===== config.mk =====
export PLATFORM = sky130hd
export DESIGN_NAME = planar_byterun1_body_decoder_flat
export DESIGN_NICKNAME = d
export VERILOG_FILES = /design/src/sv/pbr1_pkg.sv /design/src/sv/pbr1_in_if.sv /design/src/sv/pbr1_out_if.sv /design/src/sv/pbr1_cfg_if.sv /design/src/sv/pbr1_cfg_regs.sv /design/src/sv/planar_byterun1_body_decoder.sv /design/src/flat_wrapper.sv
export VERILOG_INCLUDE_DIRS = /design/src /design/src/sv
export SDC_FILE = /design/constraint.sdc
export NUM_CORES = 1
export LEC_CHECK = 0
export BUFFER_PORTS_ARGS = -buffer_cell sky130_fd_sc_hd__buf_2
export CAP_MARGIN = 20
export CORE_ASPECT_RATIO = 1.75
export CORE_UTILIZATION = 50
export CTS_CLUSTER_DIAMETER = 150
export DETAILED_ROUTE_END_ITERATION = 8
export MAX_ROUTING_LAYER = met4
export PLACE_DENSITY = 0.74
export SLEW_MARGIN = 5
export SYNTH_ARGS = -nofsm -noshare
export SYNTH_HDL_FRONTEND = slang
export SYNTH_HIERARCHICAL = 1
export SYNTH_SLANG_ARGS = --single-unit
export TNS_END_PERCENT = 5

===== constraint.sdc =====
create_clock -name i_clk -period 14.1 [get_ports i_clk]
set_input_delay 2.82 -clock i_clk [delete_from_list [all_inputs] [get_ports i_clk]]
set_output_delay 2.82 -clock i_clk [all_outputs]
set_load 0.03 [all_outputs]

===== src/sv/planar_byterun1_body_decoder_macros.svh =====
// ----------------------------------------------------------------------------
// planar_byterun1_body_decoder_macros.svh
// Assertion macros for the planar ByteRun1 body decoder.
// ----------------------------------------------------------------------------
`ifndef PLANAR_BYTERUN1_BODY_DECODER_MACROS_SVH
`define PLANAR_BYTERUN1_BODY_DECODER_MACROS_SVH

`ifndef SYNTH

// Same-cycle implication, disabled while reset is asserted
`define PBR1_ASSERT_IMPLIES(label, clk, rst_n, ante, cons) \
    label: assert property (@(posedge clk) disable iff (!rst_n) (ante) |-> (cons)) \
        else $error("pbr1 assertion failed");

// Next-cycle implication, disabled while reset is asserted
`define PBR1_ASSERT_NEXT(label, clk, rst_n, ante, cons) \
    label: assert property (@(posedge clk) disable iff (!rst_n) (ante) |=> (cons)) \
        else $error("pbr1 assertion failed");

`else

`define PBR1_ASSERT_IMPLIES(label, clk, rst_n, ante, cons)
`define PBR1_ASSERT_NEXT(label, clk, rst_n, ante, cons)

`endif

`endif


===== src/sv/pbr1_pkg.sv =====
// ----------------------------------------------------------------------------
// pbr1_pkg
// Shared types and constants of the planar ByteRun1 body decoder.
// ----------------------------------------------------------------------------
package pbr1_pkg;

    // Limits of the supported image geometry
    localparam int MAX_ROW_BYTES = 1024;
    localparam int MAX_ROWS      = 4096;
    localparam int MAX_PLANES    = 8;

    // Column position saturates here so that it never wraps on overrun
    localparam logic [10:0] COL_SAT = 11'(MAX_ROW_BYTES + 256);

    // Run header that does nothing
    localparam logic [7:0] NOOP_HEADER = 8'd128;

    // Configuration register widths and reset values
    localparam int CFG_ADDR_W  = 3;
    localparam int CFG_DATA_W  = 13;

    localparam logic [10:0] RST_ROW_BYTES    = 11'd40;
    localparam logic [12:0] RST_ROW_COUNT    = 13'd200;
    localparam logic [3:0]  RST_PLANE_COUNT  = 4'd1;
    localparam logic        RST_MASK_PRESENT = 1'b0;
    localparam logic        RST_COMPRESSED   = 1'b1;

    // Register indexes on the configuration port
    typedef enum logic [CFG_ADDR_W-1:0] {
        CFG_ROW_BYTES    = 3'd0,
        CFG_ROW_COUNT    = 3'd1,
        CFG_PLANE_COUNT  = 3'd2,
        CFG_MASK_PRESENT = 3'd3,
        CFG_COMPRESSED   = 3'd4
    } t_cfg_addr;

    // Run decoder phase
    typedef enum logic [1:0] {
        PH_HEADER  = 2'd0,
        PH_LITERAL = 2'd1,
        PH_REPEAT  = 2'd2
    } t_phase;

    // Effective (already clamped) configuration
    typedef struct packed {
        logic [10:0] row_bytes;    // 1..MAX_ROW_BYTES
        logic [12:0] row_count;    // 1..MAX_ROWS
        logic [3:0]  plane_count;  // 1..MAX_PLANES
        logic [3:0]  plane_total;  // kept planes plus mask plane
        logic        compressed;
    } t_cfg;

endpackage


===== src/sv/pbr1_in_if.sv =====
// ----------------------------------------------------------------------------
// pbr1_in_if
// Byte stream channel into the decoder.
// ----------------------------------------------------------------------------
interface pbr1_in_if;
    logic       valid;
    logic       ready;
    logic [7:0] body_byte;
    logic       first_byte;

    modport source (output valid, output body_byte, output first_byte, input ready);
    modport sink   (input valid, input body_byte, input first_byte, output ready);
endinterface


===== src/sv/pbr1_out_if.sv =====
// ----------------------------------------------------------------------------
// pbr1_out_if
// Write descriptor channel out of the decoder.
// ----------------------------------------------------------------------------
interface pbr1_out_if;
    logic        valid;
    logic        ready;
    logic [3:0]  plane;
    logic [11:0] row;
    logic [9:0]  column;
    logic [7:0]  value;
    logic [7:0]  count;
    logic        keep;
    logic        overrun;
    logic        last;

    modport source (
        output valid, output plane, output row, output column, output value,
        output count, output keep, output overrun, output last, input ready
    );
    modport sink (
        input valid, input plane, input row, input column, input value,
        input count, input keep, input overrun, input last, output ready
    );
endinterface


===== src/sv/pbr1_cfg_if.sv =====
// ----------------------------------------------------------------------------
// pbr1_cfg_if
// Register write channel of the decoder.
// ----------------------------------------------------------------------------
interface pbr1_cfg_if;
    logic                               valid;
    logic                               ready;
    logic [pbr1_pkg::CFG_ADDR_W-1:0]    addr;
    logic [pbr1_pkg::CFG_DATA_W-1:0]    wdata;

    modport source (output valid, output addr, output wdata, input ready);
    modport sink   (input valid, input addr, input wdata, output ready);
endinterface


===== src/sv/pbr1_cfg_regs.sv =====
// ----------------------------------------------------------------------------
// pbr1_cfg_regs
// Configuration registers; values are clamped to their legal range on write.
// ----------------------------------------------------------------------------
module pbr1_cfg_regs (
    input  logic              i_clk,
    input  logic              i_rst_n,
    pbr1_cfg_if.sink          i_cfg,
    output pbr1_pkg::t_cfg    o_cfg
);
    import pbr1_pkg::*;

    logic [10:0] r_row_bytes;
    logic [12:0] r_row_count;
    logic [3:0]  r_plane_count;
    logic        r_mask_present;
    logic        r_compressed;

    logic [10:0] n_row_bytes;
    logic [12:0] n_row_count;
    logic [3:0]  n_plane_count;

    // Writes are always taken
    assign i_cfg.ready = 1'b1;

    // Clamp: zero acts as one, anything above the limit acts as the limit
    always_comb begin
        if (i_cfg.wdata[10:0] == 11'd0) begin
            n_row_bytes = 11'd1;
        end else if (i_cfg.wdata[10:0] > 11'(MAX_ROW_BYTES)) begin
            n_row_bytes = 11'(MAX_ROW_BYTES);
        end else begin
            n_row_bytes = i_cfg.wdata[10:0];
        end

        if (i_cfg.wdata[12:0] == 13'd0) begin
            n_row_count = 13'd1;
        end else if (i_cfg.wdata[12:0] > 13'(MAX_ROWS)) begin
            n_row_count = 13'(MAX_ROWS);
        end else begin
            n_row_count = i_cfg.wdata[12:0];
        end

        if (i_cfg.wdata[3:0] == 4'd0) begin
            n_plane_count = 4'd1;
        end else if (i_cfg.wdata[3:0] > 4'(MAX_PLANES)) begin
            n_plane_count = 4'(MAX_PLANES);
        end else begin
            n_plane_count = i_cfg.wdata[3:0];
        end
    end

    // Register file
    always_ff @(posedge i_clk) begin
        if (!i_rst_n) begin
            r_row_bytes    <= RST_ROW_BYTES;
            r_row_count    <= RST_ROW_COUNT;
            r_plane_count  <= RST_PLANE_COUNT;
            r_mask_present <= RST_MASK_PRESENT;
            r_compressed   <= RST_COMPRESSED;
        end else if (i_cfg.valid) begin
            unique case (i_cfg.addr)
                CFG_ROW_BYTES:    r_row_bytes    <= n_row_bytes;
                CFG_ROW_COUNT:    r_row_count    <= n_row_count;
                CFG_PLANE_COUNT:  r_plane_count  <= n_plane_count;
                CFG_MASK_PRESENT: r_mask_present <= i_cfg.wdata[0];
                CFG_COMPRESSED:   r_compressed   <= i_cfg.wdata[0];
                default: ;
            endcase
        end
    end

    assign o_cfg.row_bytes   = r_row_bytes;
    assign o_cfg.row_count   = r_row_count;
    assign o_cfg.plane_count = r_plane_count;
    assign o_cfg.plane_total = r_plane_count + 4'(r_mask_present);
    assign o_cfg.compressed  = r_compressed;

endmodule


===== src/sv/planar_byterun1_body_decoder.sv =====
// ----------------------------------------------------------------------------
// planar_byterun1_body_decoder
// Decodes the body of an interleaved planar image, raw or ByteRun1 coded,
// into write descriptors (plane, row, column, value, count).
//
// One body byte is taken per clock cycle while the input is not stalled: each
// byte updates the run phase and the row/plane/column counters in the cycle it
// is accepted, and its descriptor (if any) appears in the output register on
// the next cycle. Header bytes and bytes after the end of the body give no
// descriptor. The input only stalls while a descriptor sits in the output
// register and the sink holds ready low. A byte with first_byte set restarts
// the position at row 0, plane 0, column 0. Registers are written through the
// configuration channel, which is always ready, and are clamped to their
// legal range when written.
// ----------------------------------------------------------------------------
`include "planar_byterun1_body_decoder_macros.svh"

module planar_byterun1_body_decoder (
    input  logic        i_clk,
    input  logic        i_rst_n,
    pbr1_in_if.sink     i_in,
    pbr1_out_if.source  o_out,
    pbr1_cfg_if.sink    i_cfg
);
    import pbr1_pkg::*;

    t_cfg cfg;

    // Decoder state
    t_phase      r_phase,     n_phase;
    logic [7:0]  r_lit_left,  n_lit_left;
    logic [7:0]  r_rep_len,   n_rep_len;
    logic [10:0] r_col_pos,   n_col_pos;
    logic [3:0]  r_plane_pos, n_plane_pos;
    logic [12:0] r_row_pos,   n_row_pos;
    logic        r_body_done, n_body_done;

    // Output register
    logic        r_out_valid;
    logic [3:0]  r_plane;
    logic [11:0] r_row;
    logic [9:0]  r_column;
    logic [7:0]  r_value;
    logic [7:0]  r_count;
    logic        r_keep;
    logic        r_overrun;
    logic        r_last;

    // State seen by the current item after an optional restart
    t_phase      cur_phase;
    logic [7:0]  cur_lit_left;
    logic [7:0]  cur_rep_len;
    logic [10:0] cur_col;
    logic [3:0]  cur_plane;
    logic [12:0] cur_row;
    logic        cur_done;

    // Write descriptor built for the current item
    logic        do_emit;
    logic        e_run_done;
    logic [7:0]  e_value;
    logic [7:0]  e_count;
    logic        e_keep;
    logic        e_overrun;
    logic        e_last;
    logic [11:0] col_sum;
    logic [10:0] col_new;
    logic [7:0]  lit_dec;
    logic [3:0]  plane_inc;
    logic [12:0] row_inc;

    logic        in_accept;

    // Terms used by the checks
    logic        runs_idle;
    logic        idle_taken;

    pbr1_cfg_regs u_cfg_regs (
        .i_clk   (i_clk),
        .i_rst_n (i_rst_n),
        .i_cfg   (i_cfg),
        .o_cfg   (cfg)
    );

    // Output register parts the two sides
    assign i_in.ready = !r_out_valid || o_out.ready;
    assign in_accept  = i_in.valid && i_in.ready;

    // Restart clears position before the byte is taken
    always_comb begin
        if (i_in.first_byte) begin
            cur_phase    = PH_HEADER;
            cur_lit_left = 8'd0;
            cur_rep_len  = 8'd0;
            cur_col      = 11'd0;
            cur_plane    = 4'd0;
            cur_row      = 13'd0;
            cur_done     = 1'b0;
        end else begin
            cur_phase    = r_phase;
            cur_lit_left = r_lit_left;
            cur_rep_len  = r_rep_len;
            cur_col      = r_col_pos;
            cur_plane    = r_plane_pos;
            cur_row      = r_row_pos;
            cur_done     = r_body_done;
        end
    end

    // Run decoding and position advance
    always_comb begin
        n_phase     = cur_phase;
        n_lit_left  = cur_lit_left;
        n_rep_len   = cur_rep_len;
        n_col_pos   = cur_col;
        n_plane_pos = cur_plane;
        n_row_pos   = cur_row;
        n_body_done = cur_done;

        do_emit    = 1'b0;
        e_run_done = 1'b1;
        e_value    = i_in.body_byte;
        e_count    = 8'd1;
        e_last     = 1'b0;
        lit_dec    = (cur_lit_left != 8'd0) ? cur_lit_left - 8'd1 : 8'd0;

        if (!cur_done) begin
            if (!cfg.compressed) begin
                // raw byte, run phase left untouched
                do_emit = 1'b1;
            end else begin
                unique case (cur_phase)
                    PH_LITERAL: begin
                        n_lit_left = lit_dec;
                        if (lit_dec == 8'd0) begin
                            n_phase = PH_HEADER;
                        end
                        do_emit    = 1'b1;
                        e_run_done = (lit_dec == 8'd0);
                    end
                    PH_REPEAT: begin
                        n_phase   = PH_HEADER;
                        n_rep_len = 8'd0;
                        e_count   = (cur_rep_len == 8'd0) ? 8'd1 : cur_rep_len;
                        do_emit   = 1'b1;
                    end
                    default: begin
                        // run header; the no-op code leaves everything as is
                        if (i_in.body_byte < NOOP_HEADER) begin
                            n_lit_left = i_in.body_byte + 8'd1;
                            n_phase    = PH_LITERAL;
                        end else if (i_in.body_byte > NOOP_HEADER) begin
                            n_rep_len = 8'(9'd257 - {1'b0, i_in.body_byte});
                            n_phase   = PH_REPEAT;
                        end
                    end
                endcase
            end
        end

        // column advance with saturation
        col_sum   = {1'b0, cur_col} + {4'd0, e_count};
        col_new   = (col_sum > {1'b0, COL_SAT}) ? COL_SAT : col_sum[10:0];
        e_overrun = (col_sum > {1'b0, cfg.row_bytes});
        e_keep    = (cur_plane < cfg.plane_count);
        plane_inc = cur_plane + 4'd1;
        row_inc   = cur_row + 13'd1;

        if (do_emit) begin
            n_col_pos = col_new;
            if (e_run_done && col_new >= cfg.row_bytes) begin
                n_col_pos   = 11'd0;
                n_plane_pos = plane_inc;
                if (plane_inc >= cfg.plane_total) begin
                    n_plane_pos = 4'd0;
                    n_row_pos   = row_inc;
                    if (row_inc >= cfg.row_count) begin
                        n_row_pos   = 13'd0;
                        n_body_done = 1'b1;
                        n_phase     = PH_HEADER;
                        n_lit_left  = 8'd0;
                        n_rep_len   = 8'd0;
                        e_last      = 1'b1;
                    end
                end
            end
        end
    end

    // State register
    always_ff @(posedge i_clk) begin
        if (!i_rst_n) begin
            r_phase     <= PH_HEADER;
            r_lit_left  <= 8'd0;
            r_rep_len   <= 8'd0;
            r_col_pos   <= 11'd0;
            r_plane_pos <= 4'd0;
            r_row_pos   <= 13'd0;
            r_body_done <= 1'b0;
        end else if (in_accept) begin
            r_phase     <= n_phase;
            r_lit_left  <= n_lit_left;
            r_rep_len   <= n_rep_len;
            r_col_pos   <= n_col_pos;
            r_plane_pos <= n_plane_pos;
            r_row_pos   <= n_row_pos;
            r_body_done <= n_body_done;
        end
    end

    // Result register: valid flag
    always_ff @(posedge i_clk) begin
        if (!i_rst_n) begin
            r_out_valid <= 1'b0;
        end else if (i_in.ready) begin
            r_out_valid <= in_accept && do_emit;
        end
    end

    // Result register: payload
    always_ff @(posedge i_clk) begin
        if (in_accept && do_emit) begin
            r_plane   <= cur_plane;
            r_row     <= cur_row[11:0];
            r_column  <= cur_col[9:0];
            r_value   <= e_value;
            r_count   <= e_count;
            r_keep    <= e_keep;
            r_overrun <= e_overrun;
            r_last    <= e_last;
        end
    end

    assign o_out.valid   = r_out_valid;
    assign o_out.plane   = r_plane;
    assign o_out.row     = r_row;
    assign o_out.column  = r_column;
    assign o_out.value   = r_value;
    assign o_out.count   = r_count;
    assign o_out.keep    = r_keep;
    assign o_out.overrun = r_overrun;
    assign o_out.last    = r_last;

    // Checks
    assign runs_idle  = r_phase == PH_HEADER && r_lit_left == 8'd0 && r_rep_len == 8'd0;
    assign idle_taken = in_accept && r_body_done && !i_in.first_byte;

    `PBR1_ASSERT_IMPLIES(a_col_saturated, i_clk, i_rst_n, 1'b1, r_col_pos <= COL_SAT)
    `PBR1_ASSERT_IMPLIES(a_done_idle_runs, i_clk, i_rst_n, r_body_done, runs_idle)
    `PBR1_ASSERT_IMPLIES(a_literal_nonzero, i_clk, i_rst_n, r_phase == PH_LITERAL, r_lit_left != 8'd0)
    `PBR1_ASSERT_NEXT(a_no_write_after_done, i_clk, i_rst_n, idle_taken, !r_out_valid)

endmodule

===== src/flat_wrapper.sv =====
// flat-port wrapper written by rule: the top's interface ports become plain ports
module planar_byterun1_body_decoder_flat import pbr1_pkg::*;
  (i_clk, i_rst_n, i_in_valid, i_in_body_byte, i_in_first_byte, i_in_ready, o_out_valid, o_out_plane, o_out_row, o_out_column, o_out_value, o_out_count, o_out_keep, o_out_overrun, o_out_last, o_out_ready, i_cfg_valid, i_cfg_addr, i_cfg_wdata, i_cfg_ready);
  pbr1_in_if i_in_i ();
  pbr1_out_if o_out_i ();
  pbr1_cfg_if i_cfg_i ();
  input  logic i_clk;
  input  logic i_rst_n;
  input wire logic [$bits(i_in_i.valid)-1:0] i_in_valid;
  input wire logic [$bits(i_in_i.body_byte)-1:0] i_in_body_byte;
  input wire logic [$bits(i_in_i.first_byte)-1:0] i_in_first_byte;
  output wire logic [$bits(i_in_i.ready)-1:0] i_in_ready;
  output wire logic [$bits(o_out_i.valid)-1:0] o_out_valid;
  output wire logic [$bits(o_out_i.plane)-1:0] o_out_plane;
  output wire logic [$bits(o_out_i.row)-1:0] o_out_row;
  output wire logic [$bits(o_out_i.column)-1:0] o_out_column;
  output wire logic [$bits(o_out_i.value)-1:0] o_out_value;
  output wire logic [$bits(o_out_i.count)-1:0] o_out_count;
  output wire logic [$bits(o_out_i.keep)-1:0] o_out_keep;
  output wire logic [$bits(o_out_i.overrun)-1:0] o_out_overrun;
  output wire logic [$bits(o_out_i.last)-1:0] o_out_last;
  input wire logic [$bits(o_out_i.ready)-1:0] o_out_ready;
  input wire logic [$bits(i_cfg_i.valid)-1:0] i_cfg_valid;
  input wire logic [$bits(i_cfg_i.addr)-1:0] i_cfg_addr;
  input wire logic [$bits(i_cfg_i.wdata)-1:0] i_cfg_wdata;
  output wire logic [$bits(i_cfg_i.ready)-1:0] i_cfg_ready;
  assign i_in_i.valid = i_in_valid;
  assign i_in_i.body_byte = i_in_body_byte;
  assign i_in_i.first_byte = i_in_first_byte;
  assign i_in_ready = i_in_i.ready;
  assign o_out_valid = o_out_i.valid;
  assign o_out_plane = o_out_i.plane;
  assign o_out_row = o_out_i.row;
  assign o_out_column = o_out_i.column;
  assign o_out_value = o_out_i.value;
  assign o_out_count = o_out_i.count;
  assign o_out_keep = o_out_i.keep;
  assign o_out_overrun = o_out_i.overrun;
  assign o_out_last = o_out_i.last;
  assign o_out_i.ready = o_out_ready;
  assign i_cfg_i.valid = i_cfg_valid;
  assign i_cfg_i.addr = i_cfg_addr;
  assign i_cfg_i.wdata = i_cfg_wdata;
  assign i_cfg_ready = i_cfg_i.ready;
  planar_byterun1_body_decoder u_core (.i_clk(i_clk), .i_rst_n(i_rst_n), .i_in(i_in_i), .o_out(o_out_i), .i_cfg(i_cfg_i));
endmodule

# ---- After elaboration in Yosys (flattened, before gate mapping)
# Index checks and enable logic that the tools add are counted.
dict set report word_totals {
  reg_bits 123
  out_inout_bits 48
  wordCells 130
}
dict set report classes {
  addsub 7
  order_cmp 11
  eq_ne 6
  n_mux 66
  reduce_logical 19
}
# operator n
set op_table {}
lappend op_table {{8-bit 2-to-1 mux} 22}
lappend op_table {{13-bit 2-to-1 mux} 7}
lappend op_table {{11-bit 2-to-1 mux} 6}
lappend op_table {{8-bit case mux with 2 select lines} 2}
lappend op_table {{4-bit 2-to-1 mux} 6}
lappend op_table {{2-bit 2-to-1 mux} 10}
lappend op_table {{8-bit zero test} 2}
lappend op_table {{13-bit by 1-bit adder with 13-bit output, second input constant} 1}
lappend op_table {{13-bit greater-or-equal comparator} 1}
lappend op_table {{13-bit > comparator, second input constant} 1}
lappend op_table {{13-bit zero test} 1}
lappend op_table {{11-bit by 8-bit adder with 12-bit output} 1}
lappend op_table {{12-bit by 11-bit > comparator with 1-bit output} 1}
lappend op_table {{12-bit by 11-bit > comparator with 1-bit output, second input constant} 1}
lappend op_table {{1-bit 2-to-1 mux} 12}
lappend op_table {{11-bit greater-or-equal comparator} 1}
lappend op_table {{11-bit > comparator, second input constant} 1}
lappend op_table {{11-bit zero test} 1}
lappend op_table {{2-bit AND reduction} 5}
lappend op_table {{8-bit by 1-bit adder with 8-bit output, second input constant} 1}
lappend op_table {{8-bit > comparator, second input constant} 1}
lappend op_table {{8-bit less-than comparator, second input constant} 1}
lappend op_table {{8-bit nonzero test} 1}
lappend op_table {{1-bit by 8-bit subtractor with 8-bit output, first input constant} 1}
lappend op_table {{19 further kinds} 22}

# ---- Longest topological paths before layout
# Gate-level depths: netlist of the first run.
dict set report logic_depth {
  ltp_word 13
  mapped_depth 30
  ltp_nobuf 23
}

# ---- Cells and area by module
# Netlist of the first run, hierarchy kept.
# module instances cells_each area_per_inst_um2 seq_area_each_um2
set modules_own_cells {}
lappend modules_own_cells {planar_byterun1_body_decoder 1 670 6256.0 2312.2}
lappend modules_own_cells {pbr1_cfg_regs 1 149 1320.0 600.6}

# ---- Least setup slack after synthesis of the first run
# No wires, ideal clock.
dict set report synth_path {
  path_type {input-to-reg}
  startpoint {in i_in_first_byte}
  endpoint {reg u_core.r_col_pos[9]}
  arrival_time_ns 8.728
  required_ns 14.030
  setup_slack_ns 5.302
  stages 28
  n_path_buf 6
  path_cell_list {buf_4 > clkbuf_1 > buf_4 > clkbuf_1 > nor2b_1 > ha_1 > inv_1 > nor3_1 > and2_1 > ha_1 > a211oi_4 > o21ai_2 > a41o_1 > mux2i_2 > inv_2 > and2_4 > a311o_2 > buf_6 > or2_2 > ha_1 > nor3b_1 > o21ai_0 > a2111oi_0 > nor3b_4 > a21o_2 > buf_2 > or3_1 > a21oi_1}
}
dict set report synth_between {
  elab_chain_len 13
  elab_cells_between_ends 30
  cone_classes {2 x add/sub; 2 x order compare; 2 x eq/ne; 19 x mux; 5 x reduce/logical}
}
# element line_no
set synth_rtl {}
lappend synth_rtl {{start: declaration} flat_wrapper.sv:11} ;# input wire logic [$bits(i_in_i.first_byte)-1:0] i_in_first_byte;
lappend synth_rtl {{8-bit 2-to-1 mux} planar_byterun1_body_decoder.sv:91} ;# if (i_in.first_byte) begin
lappend synth_rtl {{8-bit zero test} planar_byterun1_body_decoder.sv:144} ;# e_count = (cur_rep_len == 8'd0) ? 8'd1 : cur_rep_len;
lappend synth_rtl {{8-bit 2-to-1 mux} planar_byterun1_body_decoder.sv:144}
lappend synth_rtl {{8-bit 2-to-1 mux} planar_byterun1_body_decoder.sv:132} ;# unique case (cur_phase)
lappend synth_rtl {{8-bit 2-to-1 mux} planar_byterun1_body_decoder.sv:128} ;# if (!cfg.compressed) begin
lappend synth_rtl {{8-bit 2-to-1 mux (*)} planar_byterun1_body_decoder.sv:127} ;# if (!cur_done) begin
lappend synth_rtl {{named net u_core.e_count[1]} planar_byterun1_body_decoder.sv:62} ;# logic [7:0] e_count;
lappend synth_rtl {{11-bit by 8-bit adder with 12-bit output (*)} planar_byterun1_body_decoder.sv:162} ;# col_sum = {1'b0, cur_col} + {4'd0, e_count};
lappend synth_rtl {{12-bit by 11-bit > comparator with 1-bit output} planar_byterun1_body_decoder.sv:163} ;# col_new = (col_sum > {1'b0, COL_SAT}) ? COL_SAT : col_sum[10:0];
lappend synth_rtl {{11-bit 2-to-1 mux (*)} planar_byterun1_body_decoder.sv:163}
lappend synth_rtl {{11-bit greater-or-equal comparator} planar_byterun1_body_decoder.sv:171} ;# if (e_run_done && col_new >= cfg.row_bytes) begin
lappend synth_rtl {{1-bit logical AND} planar_byterun1_body_decoder.sv:171}
lappend synth_rtl {{11-bit 2-to-1 mux (*)} planar_byterun1_body_decoder.sv:171}
lappend synth_rtl {{11-bit 2-to-1 mux (*)} planar_byterun1_body_decoder.sv:169} ;# if (do_emit) begin
lappend synth_rtl {{end signal: assignment} planar_byterun1_body_decoder.sv:204} ;# r_col_pos <= n_col_pos;
lappend synth_rtl {{end: declaration} planar_byterun1_body_decoder.sv:33} ;# logic [10:0] r_col_pos, n_col_pos;
# The timed path passes the listed nets; every way through them passes the cells marked *.
# A chain may end at the register's enable or synchronous reset.

# ---- Final worst setup path of the first run
dict set report layout_path {
  startpoint {in i_in_first_byte}
  endpoint {reg u_core.r_rep_len[2]}
}
dict set report layout_between {
  elab_chain_len 13
  elab_cells_between_ends 43
  cone_classes {4 x add/sub; 4 x order compare; 2 x eq/ne; 28 x mux; 5 x reduce/logical}
}
# element line_no
set layout_rtl {}
lappend layout_rtl {{8-bit 2-to-1 mux} planar_byterun1_body_decoder.sv:91}
lappend layout_rtl {{8-bit zero test} planar_byterun1_body_decoder.sv:144}
lappend layout_rtl {{8-bit 2-to-1 mux} planar_byterun1_body_decoder.sv:144}
lappend layout_rtl {{8-bit 2-to-1 mux} planar_byterun1_body_decoder.sv:132}
lappend layout_rtl {{8-bit 2-to-1 mux} planar_byterun1_body_decoder.sv:128}
lappend layout_rtl {{8-bit 2-to-1 mux (*)} planar_byterun1_body_decoder.sv:127}
lappend layout_rtl {{named net u_core.e_count[2]} planar_byterun1_body_decoder.sv:62}
lappend layout_rtl {{11-bit by 8-bit adder with 12-bit output (*)} planar_byterun1_body_decoder.sv:162}
lappend layout_rtl {{12-bit by 11-bit > comparator with 1-bit output} planar_byterun1_body_decoder.sv:163}
lappend layout_rtl {{11-bit 2-to-1 mux (*)} planar_byterun1_body_decoder.sv:163}
lappend layout_rtl {{11-bit greater-or-equal comparator (*)} planar_byterun1_body_decoder.sv:171}
lappend layout_rtl {{1-bit logical AND (*)} planar_byterun1_body_decoder.sv:171}
lappend layout_rtl {{8-bit 2-to-1 mux (*)} planar_byterun1_body_decoder.sv:171}
lappend layout_rtl {{8-bit 2-to-1 mux (*)} planar_byterun1_body_decoder.sv:169}
lappend layout_rtl {{end signal: assignment} planar_byterun1_body_decoder.sv:203} ;# r_rep_len <= n_rep_len;
lappend layout_rtl {{end: declaration} planar_byterun1_body_decoder.sv:32} ;# logic [7:0] r_rep_len, n_rep_len;
# Marked as above.

==> results_dict.tcl, run 1 <==
set metrics [dict create \
    status "finished clean" \
    post_cts_buffers 0 \
    cp.arrival_ps 9880 \
    antenna_cells 0 \
    die_h_um 165 \
    clk_pin_slew_worst_paths_ps 60 \
    gr-total-overflow 0 \
    fin_skew_ps 17.3 \
    rows 59 \
    rsz0062_at_grt "no" \
    max-slew-margin-rel_pct 42.8 \
    ys.flop_type "dfxtp_1" \
    p_int_w 0.000663 \
    power_density_nw_per_um2 105 \
    hp-class "flop to flop" \
    cts.path.max_buffers 2 \
    ctsRootBufferMaster "clkbuf_16" \
    p_comb_share_pct 10.8 \
    clock_power_share_pct 46.6 \
    peakVddDrop_mv 0.0684 \
    wl_per_cell_um 18.2 \
    drc_errors 0 \
    cts_buffers 17 \
    fin_crit_sh_pct 67.5 \
    drive_gt1_share_pct 16.3 \
    async_reset_ff_share_pct 0 \
    dp.final_hpwl_mm 14.6 \
    gr-usage-all-layers_pct 27.0 \
    die_area_um2 15700 \
    startpoint_type "input port" \
    synth_nets 911 \
    cp_data_required_time_ps 14460 \
    antenna_found_initial 0 \
    insertion_delay_ps 420 \
    hold_viol_final 0 \
    grt_pass1_wl_mm 31.2 \
    num_vias 6453 \
    design_area_um2 8610 \
    fin_crit_ps 9520 \
    portBuffers 76 \
    cts_tree "built" \
    cts_sinks 123 \
    h-tree-depth 4 \
    seq_area_frac_synth_pct 38.4 \
    crit_path_end_kind "flop" \
    wirelength_mm 19.6 \
    first_pass_iters 4 \
    setup_viol 0 \
    yosys_warnings 6 \
    grt_pass1_vias 6437 \
    io_pins 78 \
    total_power_w 0.000903 \
    fmax_ghz 0.105 \
    worst_pin_slew_ps 836 \
    synth_seq_cells 123 \
    synthCells 819 \
    synth-edff-count 45 \
    power_frac_seq_pct 42.6 \
    syn_area_um2 7580 \
    maxSlewViolCount 0 \
    dpl-instance-area_um2 8040 \
    crit_fanout 56 \
    area_growth_pct 13.6 \
    dp.cells 1048 \
    swShare_pct 26.6 \
    synth.distinct_cells 95 \
    grt_max_degree 57 \
    crit_type "input port to flop" \
    hold_slack_ps 448 \
    core_area_um2 14800 \
    initial_utilization_pct 51.1 \
    drv_cap 0 \
    drt_iter0_drc 303 \
    p_leak_nw 3.53 \
    final_nets 976 \
    setup-tns-final_ps 0 \
    syn_area_per_cell_um2 9.25 \
    vias_per_cell 5.98 \
    cts-resized-gates 0 \
    place.gp.congestion 0.960 \
    finalNonFillerCells 1080 \
    hold_buffers 0 \
    power.switching_w 0.000240 \
    die_w_um 95.1 \
    ant_nets 0 \
]
## flip-flops by register name, summed over array words and instances (netlist names), 10 cells and up
register                       flops
u_core/u_cfg_regs/r_row_count     13
u_core/r_row_pos                  13
u_core/o_out.row                  12
u_core/u_cfg_regs/r_row_bytes     11
u_core/r_col_pos                  11
u_core/o_out.column               10
## area by class of cell
class                   instances  area, µm²
inverters                      60        225
multi-input cells             601       4250
fillers                      1337       6230
clock buffers                  19        453
well taps                     183        229
repair buffers                 81        418
flip-flops and latches        123       2910
clock inverters                13        116
## routing by layer
metal  up-vias  track usage, %  routed length (µm)
li1       3139               -                   -
met1      3080            25.4                7160
met2       168            49.9               10900
met3        66            4.24                 519
met4         0            16.9                1100
met5         -               -                   0
## kinds of logic after synthesis
logic type	share of synthesized area, %
simple gates	22.1
buf+inv	5.53
other cells	0.0495
mux	1.93
compound gates	18.4
xor+xnor	3.24
flops	38.4
fa+ha+maj	10.3
## cell usage in the layout, fill, tap and decap left out, drive strengths merged, types with 4 or more instances in the layout
cell,instances
o21ai,34
o31ai,7
a21oi,45
o41ai,11
a31oi,5
nor2b,33
edfxtp,45
xor2,12
nor2,50
clkinv,6
nor4,12
and3,10
o22ai,5
xnor2,16
nand2b,12
nand2,78
nand4,13
nand3,33
nor3,20
buf,81
clkbuf,19
or2,4
and2,15
a32o,5
a22o,20
mux2i,12
inv,63
or3,5
a211oi,11
dfxtp,78
o21a,9
ha,61
## critical path: stages
cell and delay (ps):
buf_2 70, buf_4 460, inv_1 370, nand2_1 210, ha_1 230, inv_1 70
nor3_1 520, and2_1 230, ha_1 280, a211oi_1 420, o21bai_1 130, a21oi_1 190
xor2_1 340, nand4_1 160, a311o_2 530, or2_2 320, ha_1 270, nor3b_1 160
o21ai_0 110, a2111oi_0 750, nor3b_4 170, and4_1 300, nor2_2 480, a32o_1 260
## cells in the mapped netlist (4+ instances only)
cell      instances  area, µm²
and3_1            9       56.3
a31oi_1           5       31.3
o21ai_0          29        145
nand3_1          31        155
buf_4             6       45.0
xor2_1           12        105
nand4_1          13       81.3
and2_1           14       87.6
inv_1            58        218
a211oi_1         10       75.1
a32o_1            5       50.1
buf_2             8       40.0
edfxtp_1         45       1350
o41ai_1           9       78.8
nand2b_1         12       75.1
nand2_1          78        293
ha_1             61        763
a22o_1           19        166
nor2_1           49        184
o22ai_1           5       31.3
dfxtp_1          78       1560
mux2i_1          11        110
xnor2_1          16        140
a21oi_1          44        220
o21a_1            9       67.6
buf_6             4       45.0
nor3_1           19       95.1
o31ai_1           6       45.0
nor2b_1          33        206
o21ai_1           4       20.0
nor4_1            9       56.3
or3_1             5       31.3
clkbuf_1         14       52.6
## path summary, 6_finish.rpt
check | endpoint | slack (ps) | cells past startpoint | startpoint
hold / removal | u_core/u_cfg_regs/r_row_count[1]$_SDFFE_PN0P_ | 450 | 2 | u_core/u_cfg_regs/r_row_count[1]$_SDFFE_PN0P_
setup reg to reg | u_core/r_rep_len[2]$_SDFFE_PN0P_ | 7350 | 19 | u_core/u_cfg_regs/r_compressed$_SDFFE_PN1P_
hold reg to reg | u_core/u_cfg_regs/r_row_count[1]$_SDFFE_PN0P_ | 450 | 2 | u_core/u_cfg_regs/r_row_count[1]$_SDFFE_PN0P_
setup / recovery | u_core/r_rep_len[2]$_SDFFE_PN0P_ | 4580 | 24 | i_in_first_byte
## power groups by stage
stage / Combinational [W] / Clock (W) / Sequential, W
floorplan: 0.0000600 / 0 / 0.000399
global placement: 0.0000954 / 0 / 0.000392
detailed placement: 0.0000962 / 0 / 0.000392
CTS: 0.0000969 / 0.000427 / 0.000385
global route: 0.000107 / 0.000442 / 0.000386
finish: 0.0000974 / 0.000420 / 0.000385
## stage by stage
step	worst slack [ps]	util, %
global route	4000	58.0
CTS	4650	58.0
detailed placement	4280	54.2
global placement	4450	54.2
finish	4580	58.0
floorplan	5300	-
No activity file was read; power rests on OpenSTA's default activity.
==> run 2, diff against run 1 <==
- ABC_AREA: default -> 1
- clock period: 14.1 -> 8.8 ns (I/O delays scaled with it)
==> run 2 against run 1 <==
Cell area grew 2.6%. Setup slack got worse by 2700 ps. Wire length grew 2.3%. Synthesized area increased by 3.3%. Die area increased by 3.3%. Critical path depth grew 1. Critical path type unchanged. First-iteration DRC count is 89% higher. Synthesized cell count grew 28%. Clock power increased by 55%. Combinational power grew 140%. Sequential share of layout area decreased by 0.87 points. Critical endpoint is now u_core/r_row_pos[0]$_SDFFE_PN0P_. Global-route usage about the same.
==> results_dict.tcl, run 2 <==
set metrics [dict create \
    status "finished clean" \
    insertion_delay_ps 420 \
    fin_crit_sh_pct 78.7 \
    drc_errors 0 \
    design_area_um2 8830 \
    hold_viol_final 0 \
    syn_area_um2 7830 \
    place.gp.congestion 0.915 \
    die_w_um 96.6 \
    hold_depth 2 \
    num_vias 7300 \
    startpoint_type "input port" \
    area_growth_pct 12.8 \
    first_pass_iters 5 \
    ctsRootBufferMaster "clkbuf_16" \
    final_cell_mix "nand2_1, inv_1, a21oi_1" \
    synth-edff-count 45 \
    io_pins 78 \
    clk_pin_slew_worst_paths_ps 60 \
    fmax_ghz 0.144 \
    grt_pass1_vias 7099 \
    dp.final_hpwl_mm 15.0 \
    grt_pass1_wl_mm 32.8 \
    ys.flop_type "dfxtp_1" \
    die_area_um2 16200 \
    synth_seq_cells 123 \
    crit_path_end_kind "flop" \
    dpl-instance-area_um2 8280 \
    antenna_cells 0 \
    fin_skew_ps 10.4 \
    die_h_um 168 \
    setup_viol 0 \
    synth.distinct_cells 51 \
    cp_data_required_time_ps 9140 \
    synth_nets 1143 \
    fin_crit_ps 6930 \
    cp.arrival_ps 7270 \
    p_leak_nw 4.02 \
    h-tree-depth 4 \
    cts_buffers 17 \
    finalNonFillerCells 1315 \
    synth.area.top_cells "dfxtp_1, edfxtp_1, nand2_1" \
    synthCells 1051 \
    vias_per_cell 5.55 \
    synth_top_area_share_pct 19.9 \
    rows 60 \
    async_reset_ff_share_pct 0 \
    antenna_found_initial 0 \
    drive_gt1_share_pct 14.6 \
    synth_top_cell_by_area "dfxtp_1" \
    ant_nets 0 \
    wirelength_mm 20.1 \
    wl_met2_mm 10.5 \
    total_power_w 0.00151 \
    crit_type "input port to flop" \
    gr-usage-all-layers_pct 27.1 \
    wl_met1_mm 7.70 \
    layout_commonest_cell "nand2_1" \
    hold_buffers 0 \
    cts_tree "built" \
    rsz0062_at_grt "no" \
    synthTopCellsByCount "nand2_1, inv_1, a21oi_1" \
    cts-resized-gates 0 \
    yosysMostFrequentCell "nand2_1" \
    cts_sinks 123 \
    drv_cap 0 \
    post_cts_buffers 0 \
    setup-tns-final_ps 0 \
    yosys_warnings 6 \
    worst_pin_slew_ps 976 \
    grt_max_degree 51 \
    drt_iter0_drc 574 \
    dp.cells 1283 \
    syn_area_per_cell_um2 7.45 \
    wl_per_cell_um 15.3 \
    gr-total-overflow 0 \
    hold_slack_ps 459 \
    cts.path.max_buffers 2 \
    dr.max_layer_used "met4" \
    crit_fanout 27 \
    maxSlewViolCount 0 \
    hp-class "flop to flop" \
    final_nets 1208 \
    peakVddDrop_mv 0.126 \
    initial_utilization_pct 51.1 \
    rr_worst_depth 23 \
    fillers 1442 \
    portBuffers 76 \
    power_density_nw_per_um2 171 \
    core_area_um2 15300 \
    max-slew-margin-rel_pct 34.9 \
    wl_met3_um 850 \
    seq_area_frac_synth_pct 37.2 \
]
[run 2: worst max-delay path: stages]
cell	delay [ps]
buf_2	440
inv_6	220
nand2_1	220
nand4_1	150
o2111ai_1	300
ha_1	280
fa_1	230
nand3_1	80
nand2_1	130
a21oi_1	110
o21ai_0	380
xor2_1	330
nand2_1	90
nand2_1	60
nand2_1	210
and2_1	240
ha_1	290
nand2_1	50
o21ai_0	220
nand3_1	120
nand4_1	190
nand4_4	290
nor2_2	530
o21ai_0	170
a21oi_1	160
[run 2: cell type report]
cell class              count  area (µm²)  area share [%]
clock inverters            15         125            1.42
flip-flops and latches    123        2910            33.0
clock buffers              17         425            4.82
repair buffers             78         395            4.48
well taps                 186         233            2.63
inverters                 155         587            6.64
multi-input cells         741        4150            47.0
[run 2: path summary, 6_finish.rpt]
path | from | end | slack [ps]
max | i_in_first_byte | u_core/r_row_pos[0]$_SDFFE_PN0P_ | 1870
max reg2reg | u_core/u_cfg_regs/r_compressed$_SDFFE_PN1P_ | u_core/r_row_pos[0]$_SDFFE_PN0P_ | 3410
min | u_core/u_cfg_regs/r_mask_present$_SDFFE_PN0P_ | u_core/u_cfg_regs/r_mask_present$_SDFFE_PN0P_ | 460
min reg2reg | u_core/u_cfg_regs/r_mask_present$_SDFFE_PN0P_ | u_core/u_cfg_regs/r_mask_present$_SDFFE_PN0P_ | 460
[run 2: cell families (layout without fill, tap and decap cells)]
kind of cell,Yosys count,count (layout),synth area share [%]
and+or+nand+nor,445,445,25.2
adders and majority gates,62,62,10.0
DFF,123,123,37.2
other,1,1,0.0479
buffers and inverters,187,265,9.85
AOI/OAI and AO/OA,211,211,15.1
xor gates and xnor gates,22,22,2.56
[run 2: report_power, final]
group          leakage [nW]  switching, W  internal [W]  total [W]
clock network         0.247      0.000265      0.000386   0.000651
registers              1.06     0.0000111      0.000614   0.000625
logic                  2.71      0.000162     0.0000702   0.000232
total                  4.02      0.000438       0.00107    0.00151
[run 2: routing by layer]
layer / global-route usage (%) / vias to the layer above
met5: - / -
met4: 18.2 / 0
met3: 4.13 / 73
met2: 46.1 / 267
met1: 27.8 / 3335
li1: - / 3625
[run 2: through the flow]
stage | utilization, % | setup slack (ps)
5_1_grt | 57.7 | 1440
3_3_place_gp | 54.1 | 1760
6_report | 57.7 | 1870
3_5_place_dp | 54.1 | 1560
4_1_cts | 57.7 | 1970
2_1_floorplan | - | 2750
